**config.mk**
```make
export PLATFORM = sky130hd
export DESIGN_NAME = clipped_noise_rect_fill
export DESIGN_NICKNAME = d
export VERILOG_FILES = /design/src/rtl/cnrf_pkg.sv /design/src/rtl/clipped_noise_rect_fill.sv /design/src/rtl/cnrf_clip.sv
export SDC_FILE = /design/constraint.sdc
export NUM_CORES = 1
export LEC_CHECK = 0
export ABC_AREA = 1
export BUFFER_PORTS_ARGS = -buffer_cell sky130_fd_sc_hd__buf_2
export CAP_MARGIN = 40
export CELL_PAD_IN_SITES_DETAIL_PLACEMENT = 0
export CELL_PAD_IN_SITES_GLOBAL_PLACEMENT = 1
export CORE_UTILIZATION = 43
export CTS_BUF_LIST = sky130_fd_sc_hd__clkbuf_8
export DETAILED_ROUTE_END_ITERATION = 7
export PLACE_DENSITY = 0.85
export SLEW_MARGIN = 20
export SYNTH_ARGS = -nofsm -noshare
export SYNTH_HDL_FRONTEND = slang
export SYNTH_SLANG_ARGS = --single-unit
```
**constraint.sdc**
```tcl
create_clock -name clk -period 6.55 [get_ports clk]
set_clock_uncertainty 0.15 [all_clocks]
set_input_delay 0.9825 -clock clk [delete_from_list [all_inputs] [get_ports clk]]
set_output_delay 0.9825 -clock clk [all_outputs]
set_load 0.005 [all_outputs]
```
**src/rtl/cnrf_pkg.sv**
```systemverilog
`timescale 1ns / 1ps

package cnrf_pkg;

	localparam int unsigned WordW   = 16;
	localparam int unsigned ColorW  = 8;
	localparam int unsigned ModeW   = 2;
	localparam int unsigned BitCntW = 5;
	localparam int unsigned CfgIdxW = 2;

	localparam logic [WordW-1:0]   STRIDE     = 16'd320;
	localparam logic [ColorW-1:0]  FILL_COLOR = 8'hEF;
	localparam logic [BitCntW-1:0] WORD_BITS  = 5'd16;

	// Register reset values
	localparam logic [WordW-1:0] CLIP_LEFT_RST  = 16'd0;
	localparam logic [WordW-1:0] CLIP_RIGHT_RST = 16'd320;
	localparam logic [WordW-1:0] BAND_TOP_RST   = 16'd0;
	localparam logic [WordW-1:0] BUF_OFS_RST    = 16'd0;

	// Register indexes
	localparam logic [CfgIdxW-1:0] REG_CLIP_LEFT  = 2'd0;
	localparam logic [CfgIdxW-1:0] REG_CLIP_RIGHT = 2'd1;
	localparam logic [CfgIdxW-1:0] REG_BAND_TOP   = 2'd2;
	localparam logic [CfgIdxW-1:0] REG_BUF_OFS    = 2'd3;

	// Request kinds
	localparam logic OP_START = 1'b0;
	localparam logic OP_STEP  = 1'b1;

	// Fill modes
	localparam logic [ModeW-1:0] MODE_SPARSE_EF = 2'd1;
	localparam logic [ModeW-1:0] MODE_SPARSE_00 = 2'd2;

	// Clipped rectangle handed from the clip unit to the fill sequencer
	typedef struct packed {
		logic             nonempty;
		logic [WordW-1:0] pointer;
		logic [WordW-1:0] line_skip;
		logic [WordW-1:0] width;
		logic [WordW-1:0] height;
	} clip_t;

	function automatic logic not_positive(input logic [WordW-1:0] v);
		return (v == '0) || v[WordW-1];
	endfunction

endpackage

```
**src/rtl/clipped_noise_rect_fill.sv**
```systemverilog
`timescale 1ns / 1ps

// Channel  Direction  tdata (low bit up)                        tuser         tlast
// s_*      in         fill_mode, rect_x, rect_y, rect_width,    opcode        -
//                     rect_height, seed, 6 zero bits
// m_*      out        pixel_address, pixel_color                write_enable  last
// cfg_*    in         cfg_data = 16-bit register value, cfg_index selects it
//
// Each request is held in the input register and its pixel, if any, is loaded
// into the output register on the way out; one request per cycle is taken
// while the output is not stalled. The fill state (noise word, pointer and
// counters) is updated in that single step, so a step follows a step directly.
// A stalled output holds the input register; the input side keeps accepting
// while the output register is empty or being drained.
// arst_n clears the pipeline, the fill state and the registers to their defaults.

module clipped_noise_rect_fill import cnrf_pkg::*; (
	input  logic               clk,
	input  logic               arst_n,
	// configuration write port
	input  logic               cfg_we,
	input  logic [CfgIdxW-1:0] cfg_index,
	input  logic [WordW-1:0]   cfg_data,
	// request stream
	input  logic               s_tvalid,
	output logic               s_tready,
	input  logic [87:0]        s_tdata,   // fill_mode, rect_x, rect_y, rect_width,
	                                      // rect_height, seed, zero pad
	input  logic               s_tuser,   // opcode
	// pixel stream
	output logic               m_tvalid,
	input  logic               m_tready,
	output logic [23:0]        m_tdata,   // pixel_address, pixel_color
	output logic               m_tuser,   // write_enable
	output logic               m_tlast
);

	// configuration registers
	logic [WordW-1:0] clip_left_q, clip_right_q, band_top_q, buf_ofs_q;

	always_ff @(posedge clk or negedge arst_n) begin
		if (!arst_n) begin
			clip_left_q  <= CLIP_LEFT_RST;
			clip_right_q <= CLIP_RIGHT_RST;
			band_top_q   <= BAND_TOP_RST;
			buf_ofs_q    <= BUF_OFS_RST;
		end else if (cfg_we) begin
			unique case (cfg_index)
				REG_CLIP_LEFT:  clip_left_q  <= cfg_data;
				REG_CLIP_RIGHT: clip_right_q <= cfg_data;
				REG_BAND_TOP:   band_top_q   <= cfg_data;
				REG_BUF_OFS:    buf_ofs_q    <= cfg_data;
				default: ;
			endcase
		end
	end

	// input register
	logic             v_s1, op_s1;
	logic [ModeW-1:0] mode_s1;
	logic [WordW-1:0] x_s1, y_s1, w_s1, h_s1, seed_s1;
	logic             advance;

	assign advance  = v_s1 && (!m_tvalid || m_tready);
	assign s_tready = !v_s1 || advance;

	always_ff @(posedge clk or negedge arst_n) begin
		if (!arst_n) begin
			v_s1 <= 1'b0;
		end else if (s_tready) begin
			v_s1 <= s_tvalid;
		end
	end

	always_ff @(posedge clk) begin
		if (s_tvalid && s_tready) begin
			op_s1   <= s_tuser;
			mode_s1 <= s_tdata[1:0];
			x_s1    <= s_tdata[17:2];
			y_s1    <= s_tdata[33:18];
			w_s1    <= s_tdata[49:34];
			h_s1    <= s_tdata[65:50];
			seed_s1 <= s_tdata[81:66];
		end
	end

	// clip the rectangle of a start request
	clip_t rect;

	cnrf_clip u_clip (
		.rect_x        (x_s1),
		.rect_y        (y_s1),
		.rect_width    (w_s1),
		.rect_height   (h_s1),
		.clip_left     (clip_left_q),
		.clip_right    (clip_right_q),
		.band_top      (band_top_q),
		.buffer_offset (buf_ofs_q),
		.rect          (rect)
	);

	// fill state
	logic               busy_q, carry_q;
	logic [WordW-1:0]   noise_q, ptr_q, cols_q, rows_q, span_q, skip_q;
	logic [BitCntW-1:0] bits_q;
	logic [ModeW-1:0]   mode_q;
	logic [ColorW-1:0]  tcolor_q;

	// next-state of one pixel step
	logic               sparse, bit_out, we_n, last_n, carry_n, busy_n;
	logic [WordW-1:0]   noise_n, ptr_n, cols_n, rows_n, old;
	logic [WordW:0]     ptr_sum;
	logic [BitCntW-1:0] bits_n;
	logic [ColorW-1:0]  tcolor_n, color_n;

	always_comb begin
		sparse   = (mode_q == MODE_SPARSE_EF) || (mode_q == MODE_SPARSE_00);
		bit_out  = noise_q[WordW-1];
		noise_n  = {noise_q[WordW-2:0], carry_q};
		carry_n  = bit_out;
		tcolor_n = tcolor_q;
		if (sparse) begin
			color_n = (mode_q == MODE_SPARSE_EF) ? FILL_COLOR : '0;
			we_n    = bit_out;
		end else begin
			if (bit_out) tcolor_n = tcolor_q ^ FILL_COLOR;
			color_n = tcolor_n;
			we_n    = 1'b1;
		end
		ptr_n = ptr_q + 16'd1;

		// reseed after every 16 pixels
		bits_n = bits_q - 5'd1;
		old    = noise_n;
		if (bits_n == '0) begin
			if (sparse) noise_n = old ^ {old[11:0], carry_n, old[15:13]};
			else        noise_n = old ^ {old[12:0], carry_n, old[15:14]};
			carry_n = 1'b0;
			bits_n  = WORD_BITS;
		end

		// row end: carry takes the pointer overflow
		cols_n  = cols_q - 16'd1;
		rows_n  = rows_q;
		busy_n  = busy_q;
		last_n  = 1'b0;
		ptr_sum = {1'b0, ptr_n} + {1'b0, skip_q};
		if (cols_n == '0) begin
			carry_n = ptr_sum[WordW];
			ptr_n   = ptr_sum[WordW-1:0];
			rows_n  = rows_q - 16'd1;
			if (rows_n == '0) begin
				last_n = 1'b1;
				busy_n = 1'b0;
			end else begin
				cols_n = span_q;
			end
		end
	end

	logic do_start, do_step;
	assign do_start = advance && (op_s1 == OP_START);
	assign do_step  = advance && (op_s1 == OP_STEP) && busy_q;

	always_ff @(posedge clk or negedge arst_n) begin
		if (!arst_n) begin
			busy_q   <= 1'b0;
			noise_q  <= '0;
			carry_q  <= 1'b0;
			bits_q   <= WORD_BITS;
			ptr_q    <= '0;
			cols_q   <= '0;
			rows_q   <= '0;
			span_q   <= '0;
			skip_q   <= '0;
			mode_q   <= '0;
			tcolor_q <= '0;
		end else if (do_start) begin
			// an empty rectangle only drops the running fill
			busy_q <= rect.nonempty;
			if (rect.nonempty) begin
				noise_q  <= seed_s1;
				carry_q  <= 1'b1;
				bits_q   <= WORD_BITS;
				ptr_q    <= rect.pointer;
				cols_q   <= rect.width;
				rows_q   <= rect.height;
				span_q   <= rect.width;
				skip_q   <= rect.line_skip;
				mode_q   <= mode_s1;
				tcolor_q <= '0;
			end
		end else if (do_step) begin
			busy_q   <= busy_n;
			noise_q  <= noise_n;
			carry_q  <= carry_n;
			bits_q   <= bits_n;
			ptr_q    <= ptr_n;
			cols_q   <= cols_n;
			rows_q   <= rows_n;
			tcolor_q <= tcolor_n;
		end
	end

	// output register
	logic out_valid_q;

	always_ff @(posedge clk or negedge arst_n) begin
		if (!arst_n) begin
			out_valid_q <= 1'b0;
		end else if (do_step) begin
			out_valid_q <= 1'b1;
		end else if (m_tready) begin
			out_valid_q <= 1'b0;
		end
	end

	always_ff @(posedge clk) begin
		if (do_step) begin
			m_tdata <= {color_n, ptr_q};
			m_tuser <= we_n;
			m_tlast <= last_n;
		end
	end

	assign m_tvalid = out_valid_q;

endmodule

```
**src/rtl/cnrf_clip.sv**
```systemverilog
`timescale 1ns / 1ps

module cnrf_clip import cnrf_pkg::*; (
	input  logic [WordW-1:0] rect_x,
	input  logic [WordW-1:0] rect_y,
	input  logic [WordW-1:0] rect_width,
	input  logic [WordW-1:0] rect_height,
	input  logic [WordW-1:0] clip_left,
	input  logic [WordW-1:0] clip_right,
	input  logic [WordW-1:0] band_top,
	input  logic [WordW-1:0] buffer_offset,
	output clip_t            rect
);

	logic [WordW-1:0] x, y, w, h, d, row_off;
	logic             ok;

	always_comb begin
		x  = rect_x;
		y  = rect_y;
		w  = rect_width;
		h  = rect_height;
		ok = !not_positive(w) && !not_positive(h);

		// left edge
		d = x - clip_left;
		if (d[WordW-1]) begin
			w = w + d;
			if (not_positive(w)) ok = 1'b0;
			x = clip_left;
		end
		// right edge
		d = (x + w) - clip_right;
		if (!d[WordW-1]) begin
			w = w - d;
			if (not_positive(w)) ok = 1'b0;
		end
		// top of band
		d = y - band_top;
		if (d[WordW-1]) begin
			h = h + d;
			if (not_positive(h)) ok = 1'b0;
			y = band_top;
		end
		// bottom, against the right limit
		d = (y + h) - clip_right;
		if (!d[WordW-1]) begin
			h = h - d;
			if (not_positive(h)) ok = 1'b0;
		end

		// byte swap plus y<<6: y*320 for small y
		row_off = {y[7:0], y[15:8]} + {y[WordW-7:0], 6'b0};

		rect.nonempty  = ok;
		rect.pointer   = buffer_offset + row_off + x;
		rect.line_skip = STRIDE - w;
		rect.width     = w;
		rect.height    = h;
	end

endmodule

```
Yosys cells after proc, flatten, opt, wreduce, memory -nomap -nowiden. Cells that the tools add are included.

$mul: 0. Bitwise gates (word level): 4. $lt $le $gt $ge: 0. Multiplexer cells: 55. Add/sub/neg operators: 19. Shift operators: 0. Reduce and logical (&&, ||, !) cells: 42. Divide/modulo/power cells: 0. Equality and inequality tests: 7.

Operators by type and width (number): $mux W16 (24); $logic_not A16 Y1 (8); $add A16 B16 Y16 (7); $sub A16 B16 Y16 (6); $mux W8 (7); $sub A16 B1 Y16 const B (2); $xor A16 B16 Y16 (2); $mux W1 (20); $mux W5 (4); $add A16 B16 Y17 (1); $add A16 B1 Y16 const B (1); $sub A9 B16 Y16 const A (1); $reduce_and A2 Y1 (6); $logic_or A1 B1 Y1 (9); $reduce_and A3 Y1 (3); $reduce_bool A2 Y1 (4); $not A7 Y7 (1); $eq A2 B2 Y1 const B (3); $logic_and A1 B1 Y1 (6); $logic_not A5 Y1 (1); $sub A5 B1 Y5 const B (1); $eq A2 B1 Y1 const B (2); $logic_not A1 Y1 (4); $ne A2 B1 Y1 const B (2); other kinds (2) (2).

Register bits after elaboration: 288. ROM bits: 0. Logic and storage cells: 154. Memories kept: 0. Output and inout bits: 28. Latch bits: 0. Bits of input ports: 112. Memory bits (writable): 0.

Longest topological paths before layout. Gate-level depths: netlist of the first run.

Depth in word-level cells: 16. Depth in mapped cells: 50. Gate-level depth less buffers: 46.

Cells and area by module. From an unflattened synthesis of the first run, not the netlist that was laid out.

Cell total of the unflattened synthesis: 3070. Area, all modules: 23302.3 µm².

Modules (own cells, without submodules): clipped_noise_rect_fill (sequential area each 7701.1 µm², instances 1, area each 13585.5 µm², cells each 1495); cnrf_clip (sequential area each 0.0 µm², instances 1, area each 9716.8 µm², cells each 1575).

Worst setup path before layout of the first run. OpenSTA, ideal clock, no wires.

Path kind: reg-to-reg. Start: register band_top_q[2]. End: register cols_q[15]. Slack: -0.212 ns. Arrival time: 6.494 ns. Stages on the path, launching flop included: 47. Data required time: 6.281 ns. Library setup time: 0.119 ns. Path through: dfrtp_1 inv_1 ha_1 a21oi_1 nand2_1 nand2_1 nand3_2 nand2_1 nand3_1 nand2_1 buf_4 clkbuf_1 buf_1 nand2_1 o21ai_0 fa_1 fa_1 nand3_1 (+11 left out) ha_1 inv_1 nor3_1 nand4_1 nand2_1 xor2_1 nand4_1 nor2_1 nand3_1 nor2_1 nand2_1 nand4_2 nand2_2 buf_6 buf_6 buf_6 nand2_1 nand2_1.

Word-level cells in the longest chain between the ends: 12.

Ends and longest elaborated chain: start, declared (RTL line clipped_noise_rect_fill.sv:39) `logic [WordW-1:0] clip_left_q, clip_right_q, band_top_q, buf_ofs_q;`; start signal, assigned (RTL line clipped_noise_rect_fill.sv:51) `REG_BAND_TOP: band_top_q <= cfg_data;`; $sub A16 B16 Y16 (RTL line cnrf_clip.sv:39) `d = y - band_top;`; $add A16 B16 Y16 (RTL line cnrf_clip.sv:41) `h = h + d;`; $mux W16 (RTL line cnrf_clip.sv:40) `if (d[WordW-1]) begin`; $add A16 B16 Y16 (RTL line cnrf_clip.sv:46) `d = (y + h) - clip_right;`; $sub A16 B16 Y16 (RTL line cnrf_clip.sv:46); $sub A16 B16 Y16 (RTL line cnrf_clip.sv:48) `h = h - d;`; $logic_not A16 Y1 (RTL line cnrf_pkg.sv:45) `return (v == '0) || v[WordW-1];`; $logic_or A1 B1 Y1 (RTL line cnrf_pkg.sv:45); $mux W1 (RTL line cnrf_clip.sv:49) `if (not_positive(h)) ok = 1'b0;`; $mux W1 (*) (RTL line cnrf_clip.sv:47) `if (!d[WordW-1]) begin`; $ne A2 B1 Y1 (no source line) (*); $reduce_and A2 Y1 (no source line) (*); end signal, assigned (RTL line clipped_noise_rect_fill.sv:186) `cols_q <= rect.width;`; end signal, assigned (RTL line clipped_noise_rect_fill.sv:199) `cols_q <= cols_n;`; end, declared (RTL line clipped_noise_rect_fill.sv:104) `logic [WordW-1:0] noise_q, ptr_q, cols_q, rows_q, span_q, skip_q;`.

Mark *: on every way between the ends. The rest lies on a longest branch, timed or not. A chain may end at the register's enable or synchronous reset.

Final worst setup path of the first run.
Start: register clip_left_q[0]. End: register cols_q[12].

Word-level cells in the longest chain between the ends: 16.

Ends and longest elaborated chain: start, declared (RTL line clipped_noise_rect_fill.sv:39); start signal, assigned (RTL line clipped_noise_rect_fill.sv:49) `REG_CLIP_LEFT: clip_left_q <= cfg_data;`; $sub A16 B16 Y16 (RTL line cnrf_clip.sv:26) `d = x - clip_left;`; $add A16 B16 Y16 (RTL line cnrf_clip.sv:28) `w = w + d;`; $mux W16 (RTL line cnrf_clip.sv:27) `if (d[WordW-1]) begin`; $add A16 B16 Y16 (RTL line cnrf_clip.sv:33) `d = (x + w) - clip_right;`; $sub A16 B16 Y16 (RTL line cnrf_clip.sv:33); $sub A16 B16 Y16 (RTL line cnrf_clip.sv:35) `w = w - d;`; $logic_not A16 Y1 (RTL line cnrf_pkg.sv:45); $logic_or A1 B1 Y1 (RTL line cnrf_pkg.sv:45); $mux W1 (RTL line cnrf_clip.sv:36) `if (not_positive(w)) ok = 1'b0;`; $mux W1 (RTL line cnrf_clip.sv:34) `if (!d[WordW-1]) begin`; $mux W1 (RTL line cnrf_clip.sv:42) `if (not_positive(h)) ok = 1'b0;`; $mux W1 (RTL line cnrf_clip.sv:40); $mux W1 (RTL line cnrf_clip.sv:49); $mux W1 (RTL line cnrf_clip.sv:47); $ne A2 B1 Y1 (no source line); $reduce_and A2 Y1 (no source line).

Parallel ways exist; a longest one is shown, timed or not. The select of a mux whose other input is x is not followed.

==> results.txt, run 1 <==
----------------------------------------------------
[Synth]
  Part of the Yosys area used for sequential elements ... 34.5%
  Flip-flop cell with the highest count after synthesis ... dfrtp_1
  Cells taking the most area after synthesis ... dfrtp_1 20%, edfxtp_1 15%, nand2_1 12%
  Cell count after synthesis ... 2849
  Cell accounting for the most synthesized area ... dfrtp_1
  Proportion of synthesized flip-flops having asynchronous set or reset ... 62.1%
  Most common library cells after synthesis ... 712 x nand2_1, 336 x inv_1, 275 x o21ai_0
  EDFF count, synth ... 108
  Share of Yosys cell area claimed by the top area cell type ... 19.6%
  Summed instance area of the synthesized netlist ... 0.0222 mm^2
  Dominant cell by count in the synthesized netlist ... nand2_1
  Flops & latches, synth ... 285
  Net count after synthesis ... 3186
  Number of synthesis warnings ... 0
  Synthesized area per cell ... 7.81 um^2
  Synth cell types ... 61

[Setup path]
  Type of origin of the critical path ... register
  Worst Setup End Kind ... register
  Crit-path max cell delay ... 0.49 ns
  Register-to-register setup slack ... -0.54 ns
  Reg-to-reg critical path startpoint ... clip_left_q[0]$_DFFE_PN0P_
  Critical path class ... register to register
  Endpoint of the worst-slack reg-to-reg timing path ... cols_q[12]$_DFFE_PN0P_
  Data required time at the worst endpoint ... 6.93 ns
  Critical path fanouts, max ... 12
  Master of the slowest instance on the critical path ... fa_1
  Dominant cell type by count on the critical path ... nand2_1
  Critical path data arrival time ... 7.47 ns
  Depth of the worst register-to-register path ... 44

[Floorplanning]
  Height of the chip ... 229 um
  Starting utilization of the core area ... 44.0%
  Die span in x ... 229 um
  Die ar. ... 0.0527 mm^2
  Number of cell rows ... 82
  Floorplan Core Area ... 0.0506 mm^2
  Number of top-level pins ... 140

[Hold path]
  Hold/Removal Path Class ... register to register
  Destination of the worst hold path ... m_tdata[15]$_DFFE_PP_
  Start point of the worst min-delay path ... ptr_q[15]$_DFFE_PN0P_
  Cell count of the worst hold path ... 0

[Status]
  Violations in the final reports ... setup timing
  Result of the run ... complete, but fails checks

[Global route]
  Global Route Usage Sum ... 24.9%
  Total global routing overflow ... 0
  Number of global-route vias before repair ... 20.8k
  Maximum number of pins on one net before global-route repair ... 81
  First-pass GRT wire length ... 105000 um
  Antenna violations before repair ... 0

[Detailed routing]
  Number of nets with antenna violations after detailed routing ... 0
  Total vias in the final route ... 21.5k
  Average vias per placed instance ... 5.14
  Remaining routing DRC violations ... 0
  Routed wire length ... 68200 um
  Violation count after the first detailed-route iteration ... 1402
  First-pass DRT Iterations ... 6
  Post-detailed-route wirelength per cell ... 16.3 um

[Timing]
  Final setup violation count ... 111
  Number of slew-limit violations in the final report ... 0
  Transition time at the pin with the least slew margin ... 0.837 ns
  Final Hold Violating Endpoints ... 0
  Time the worst path needs with I/O delays and setup ... 7.09 ns
  Maximum clock rate ... 141 MHz
  Unrepaired setup endpoints after global routing ... true
  Headroom to the max-slew limit ... 43.6%
  Worst setup margin ... -0.542 ns
  Final worst path period share ... 108%

[Placement]
  Placer congestion estimate ... 0.917
  Placement Cell Area ... 0.0268 mm^2
  Number of buffer cells added on primary ports ... 132
  Number of cells in the design after placement ... 4016
  Detailed placer's ending HPWL ... 52300 um

[Clocking]
  Clock network latency to the later pin of the worst-skew pair ... 0.64 ns
  Number of H-tree branching levels ... 2
  Clock slew at reported path FFs ... 0.07 ns
  TritonCTS clock tree ... yes
  Total clock buffers created by CTS ... 51
  Total clock sinks ... 285
  Clock root buffer master ... clkbuf_8
  Maximum buffer depth of the clock tree ... 3

[Final layout]
  Fin area ... 0.0299 mm^2
  Diode count ... 0
  Layout Nets ... 3795
  Share of cells above drive strength 1 ... 28.5%
  Register name with the most flops ... m_tdata
  Area growth from synthesis to layout ... 34.4%
  Number of cells in the finished layout apart from fillers ... 4172
  Flip-flop count of the largest register after layout ... 23

[Run]
  Max-cap violation count ... 0

----------------------------------------------------
-- repair_timing --
item	4_1_cts	5_1_grt
hold buffers	0	1
pin swaps	46	61
buffers inserted	14	27
gates cloned	2	13
hold endpoints to repair	0	3
setup endpoints to repair	111	111
gates resized for setup	146	206
-- metrics by stage --
stage	TNS (ns)	utilization [%]	setup WS (ns)	hold slack [ns]
6_report	-55.06	59.1	-0.542	0.313
5_1_grt	-106.33	59.1	-1.02	0.323
2_1_floorplan	0	-	0.0115	0.268
3_5_place_dp	-101.18	53.0	-1.02	0.303
4_1_cts	-50.03	56.3	-0.498	0.201
3_3_place_gp	-79.47	52.8	-0.829	0.284
-- cell usage in the layout, fill, tap and decap left out, types with 16 or more instances in the layout --
cell type / Yosys / final
xor2_1: 108 / 98
clkbuf_8: 0 / 57
nand3_2: 6 / 17
a21oi_1: 143 / 111
nand3_1: 194 / 183
edfxtp_1: 108 / 108
nand2_1: 712 / 649
o21ai_0: 275 / 208
xnor2_1: 59 / 52
nand4_1: 22 / 22
nor3_1: 30 / 27
ha_4: 0 / 24
buf_2: 17 / 131
nand2_2: 15 / 69
a21oi_2: 3 / 32
a31oi_1: 20 / 17
ha_1: 163 / 137
buf_6: 3 / 16
buf_4: 7 / 452
dfrtp_1: 174 / 174
nor2_1: 161 / 152
inv_1: 336 / 329
o21ai_2: 0 / 23
o21ai_1: 25 / 64
o21bai_1: 21 / 16
fa_1: 62 / 57
inv_2: 6 / 20
-- how the worst max path moves through the flow --
stage / from / endpoint / cells after the start / slack [ns]
5_1_grt: y_s1[0]$_DFFE_PP_ / cols_q[4]$_DFFE_PN0P_ / 44 / -1.02
2_1_floorplan: x_s1[0]$_DFFE_PP_ / cols_q[15]$_DFFE_PN0P_ / 42 / 0.01
6_report: clip_left_q[0]$_DFFE_PN0P_ / cols_q[12]$_DFFE_PN0P_ / 44 / -0.54
3_5_place_dp: x_s1[0]$_DFFE_PP_ / skip_q[9]$_DFFE_PN0P_ / 43 / -1.02
4_1_cts: x_s1[0]$_DFFE_PP_ / bits_q[4]$_DFFE_PN1P_ / 45 / -0.50
3_3_place_gp: x_s1[0]$_DFFE_PP_ / skip_q[2]$_DFFE_PN0P_ / 43 / -0.83
-- critical path, delay by kind of cell, from the launching register on --
kind                     cells  cell delay, ns
AO/OA/AOI/OAI               11            1.53
XOR/XNOR                     4            0.65
adder cells (fa/ha/maj)      6            1.90
buffers and inverters        7            0.74
flip-flops                   1            0.43
AND/OR/NAND/NOR             16            1.57
-- per-layer routing --
metal,vias to the layer above,GRT usage [%],wire (um)
met5,-,0,0
met4,0,7.75,1800
met3,105,2.70,3310
met2,631,42.1,33100
met1,10000,33.3,30000
li1,10700,-,-
-- area by class of cell --
class | instances | area (um^2)
inverter | 345 | 1320
clock inverter | 38 | 243
fill | 4412 | 20700
timing repair buffer | 629 | 4860
clock buffer | 57 | 785
tap | 672 | 841
multi-input combinational | 2146 | 14200
sequential | 285 | 7680
-- cell families after synthesis --
family / Yosys count / synth area share [%]
XOR/XNOR: 167 / 6.57
adder cells (fa/ha/maj): 225 / 14.7
flip-flops: 285 / 34.5
AND/OR/NAND/NOR: 1199 / 23.1
other: 1 / 0.0169
buffers and inverters: 421 / 7.43
multiplexers: 2 / 0.0900
AO/OA/AOI/OAI: 549 / 13.6
Power of run 1 is left out: the tool's default activity adds up to more than one toggle a clock period on the data nets, which glitch-free logic cannot reach.
==> run 2, diff against run 1 <==
Settings changed: SYNTH_HIERARCHICAL from default to 1.
==> run 2 against run 1 <==
- the flow still finishes with violations (setup timing)
- global-route usage is 0.47 points higher
- cell area grew 5.3%
- core utilization grew 0.18 points
- wire length increased by 5.6%
==> results.txt, run 2 <==
----------------------------------------------------
[Final layout]
  Layout Nets ... 4082 (was 3795)
  Final core utilization ... 59.3% (was 59.1%)
  Most frequent standard cell in the layout excluding fill and tap cells ... nand2_1 (unchanged)
  Flip-flop count of the largest register after layout ... 23 (unchanged)
  Register name with the most flops ... m_tdata (unchanged)
  Number of fill cells in the layout ... 4742 (was 4412)
  Share of cells above drive strength 1 ... 30.1% (was 28.5%)
  Sequential cell area ... 0.00770 mm^2 (was 0.00768 mm^2)
  Diode count ... 0 (unchanged)
  Multi-input gate area ... 0.0147 mm^2 (was 0.0142 mm^2)
  Area growth from synthesis to layout ... 35.1% (was 34.4%)
  Fin area ... 0.0315 mm^2 (was 0.0299 mm^2)
  Top library cells by usage in the layout, fill and taps aside ... 694 x nand2_1, 516 x buf_4, 431 x inv_1 (was 649 x nand2_1, 452 x buf_4, 329 x inv_1)

[Clocking]
  Number of buffers inserted for hold repair after clock tree synthesis ... 0 (unchanged)
  Maximum buffer depth of the clock tree ... 3 (unchanged)
  TritonCTS clock tree ... yes (unchanged)
  Clock network latency to the later pin of the worst-skew pair ... 0.66 ns (was 0.64 ns)
  Clock root buffer master ... clkbuf_8 (unchanged)
  Total clock buffers created by CTS ... 51 (unchanged)
  Total clock sinks ... 286 (was 285)
  Number of H-tree branching levels ... 2 (unchanged)
  Clock slew at reported path FFs ... 0.07 ns (about the same)

[Global route]
  Global Route Usage Sum ... 25.4% (was 24.9%)
  Number of global-route vias before repair ... 22.1k (was 20.8k)
  First-pass GRT wire length ... 112000 um (was 105000 um)
  Maximum number of pins on one net before global-route repair ... 67 (was 81)
  Total global routing overflow ... 0 (unchanged)
  Antenna violations before repair ... 0 (unchanged)

[Detailed routing]
  Number of nets with antenna violations after detailed routing ... 0 (unchanged)
  Metal2 WL ... 34500 um (was 33100 um)
  Uppermost metal layer occupied by signal nets ... met4 (unchanged)
  Routed wire length ... 71900 um (was 68200 um)
  Wire length on met3 ... 3020 um (was 3310 um)
  Post-detailed-route wirelength per cell ... 16.1 um (was 16.3 um)
  Remaining routing DRC violations ... 0 (unchanged)
  First-pass DRT Iterations ... 7 (was 6)
  Met1 Wirelength ... 31400 um (was 30000 um)
  Total vias in the final route ... 22.7k (was 21.5k)
  Violation count after the first detailed-route iteration ... 1264 (was 1402)
  Average vias per placed instance ... 5.07 (was 5.14)

[Setup path]
  Critical path fanouts, max ... 7 (was 12)
  Critical path data arrival time ... 7.68 ns (was 7.47 ns)
  Crit-path max cell delay ... 0.51 ns (was 0.49 ns)
  Master of the slowest instance on the critical path ... fa_1 (unchanged)
  Critical path class ... register to register (unchanged)
  Data required time at the worst endpoint ... 6.99 ns (was 6.93 ns)
  Worst Setup End Kind ... register (unchanged)
  Type of origin of the critical path ... register (unchanged)

[Timing]
  Final worst path period share ... 111% (was 108%)
  Transition time at the pin with the least slew margin ... 0.858 ns (was 0.837 ns)
  Unrepaired setup endpoints after global routing ... true (unchanged)
  Final setup violation count ... 112 (was 111)
  Worst setup margin ... -0.696 ns (was -0.542 ns)
  Maximum clock rate ... 138 MHz (was 141 MHz)
  Time the worst path needs with I/O delays and setup ... 7.25 ns (was 7.09 ns)
  Number of slew-limit violations in the final report ... 0 (unchanged)
  Final Hold Violating Endpoints ... 0 (unchanged)
  Headroom to the max-slew limit ... 42.7% (was 43.6%)

[Synth]
  Net count after synthesis ... 3412 (was 3186)
  Share of Yosys cell area claimed by the top area cell type ... 18.8% (was 19.6%)
  Summed instance area of the synthesized netlist ... 0.0233 mm^2 (was 0.0222 mm^2)
  Part of the Yosys area used for sequential elements ... 33.0% (was 34.5%)
  EDFF count, synth ... 108 (unchanged)
  Flops & latches, synth ... 286 (was 285)
  Proportion of synthesized flip-flops having asynchronous set or reset ... 62.2% (was 62.1%)
  Flip-flop cell with the highest count after synthesis ... dfrtp_1 (unchanged)
  Dominant cell by count in the synthesized netlist ... nand2_1 (unchanged)
  Cell accounting for the most synthesized area ... dfrtp_1 (unchanged)
  Number of synthesis warnings ... 6 (was 0)
  Cell count after synthesis ... 3070 (was 2849)
  Synthesized area per cell ... 7.59 um^2 (was 7.81 um^2)
  Most common library cells after synthesis ... 756 x nand2_1, 443 x inv_1, 258 x o21ai_0 (was 712 x nand2_1, 336 x inv_1, 275 x o21ai_0)
  Cells taking the most area after synthesis ... dfrtp_1 19%, edfxtp_1 14%, nand2_1 12% (was dfrtp_1 20%, edfxtp_1 15%, nand2_1 12%)
  Synth cell types ... 60 (was 61)

[Floorplanning]
  Number of cell rows ... 84 (was 82)
  Starting utilization of the core area ... 43.9% (was 44.0%)
  Number of top-level pins ... 140 (unchanged)
  Height of the chip ... 235 um (was 229 um)
  Floorplan Core Area ... 0.0531 mm^2 (was 0.0506 mm^2)
  Die ar. ... 0.0551 mm^2 (was 0.0527 mm^2)
  Die span in x ... 235 um (was 229 um)

[Placement]
  Post-placement worst setup slack ... -0.816 ns (was -1.02 ns)
  Detailed placer's ending HPWL ... 56500 um (was 52300 um)
  Placer congestion estimate ... 0.958 (was 0.917)
  Number of buffer cells added on primary ports ... 132 (unchanged)
  Placement Cell Area ... 0.0285 mm^2 (was 0.0268 mm^2)

[Run]
  Max-cap violation count ... 0 (unchanged)

[Status]
  Result of the run ... complete, but fails checks (unchanged)
  Violations in the final reports ... setup timing (unchanged)

[Hold path]
  Hold/Removal Path Class ... input port to async pin (was register to register)

----------------------------------------------------
## run 2: what timing repair did
item                                    CTS  global route
endpoints found under the setup margin  112           112
cloned                                    4             3
pin swaps                                54           106
setup buffers                            32            20
gates resized for setup                 111           239
## run 2: worst paths after layout
| check | startpoint | to | slack, ns | cells after the start |
|---|---|---|---|---|
| min | arst_n | skip_q[11]$_DFFE_PN0P_ | 0.13 | 1 |
| max reg2reg | clip_left_q[0]$_DFFE_PN0P_ | noise_q[7]$_DFFE_PN0P_ | -0.70 | 41 |
| max | clip_left_q[0]$_DFFE_PN0P_ | noise_q[7]$_DFFE_PN0P_ | -0.70 | 41 |
| min reg2reg | ptr_q[15]$_DFFE_PN0P_ | m_tdata[15]$_DFFE_PP_ | 0.34 | 0 |
| min in group clk | ptr_q[15]$_DFFE_PN0P_ | m_tdata[15]$_DFFE_PP_ | 0.34 | 0 |
| max in group asynchronous | arst_n | clip_right_q[6]$_DFFE_PN1P_ | 5.10 | 3 |
## run 2: per-layer routing
metal | GRT usage (%) | up-vias
li1 | - | 11400
met4 | 11.0 | 0
met3 | 2.80 | 138
met2 | 43.3 | 530
met1 | 32.5 | 10600
met5 | 0 | -
## run 2: through the flow
step	cells	setup TNS, ns	hold WS [ns]
2_1_floorplan	3070	-2.15	0.297
3_3_place_gp	4308	-71.81	0.316
3_5_place_dp	4314	-79.53	0.318
4_1_cts	4445	-54.76	0.120
5_1_grt	4471	-110.49	0.153
6_report	4471	-63.94	0.133
## run 2: area by class of cell
| type | count | share of cell area (%) |
|---|---|---|
| clock inverters | 40 | 1.44 |
| well taps | 688 | 2.73 |
| flip-flops and latches | 286 | 24.5 |
| multi-input cells | 2258 | 46.8 |
| repair inverters | 1 | 0.0278 |
| clock buffers | 56 | 2.45 |
| inverters | 452 | 5.47 |
| repair buffers | 690 | 16.6 |
## run 2: cell families (layout without fill, tap and decap cells)
group,Yosys count,count (layout),share of synthesized area [%]
and+or+nand+nor,1327,1330,24.9
AOI/OAI and AO/OA,534,534,12.4
buffers and inverters,529,1239,8.98
DFF,286,286,33.0
adders and majority gates,230,230,14.3
xor gates and xnor gates,146,146,5.52
muxes,17,17,0.822
other,1,1,0.0161
## run 2: worst max-delay path, delay by kind of cell (launching register included)
family | cells | cell delay (ns)
buf+inv | 8 | 0.87
simple gates | 16 | 1.88
xor+xnor | 4 | 0.74
fa+ha+maj | 6 | 1.99
compound gates | 7 | 1.07
flops | 1 | 0.42
Power of run 2 is left out for the same reason.
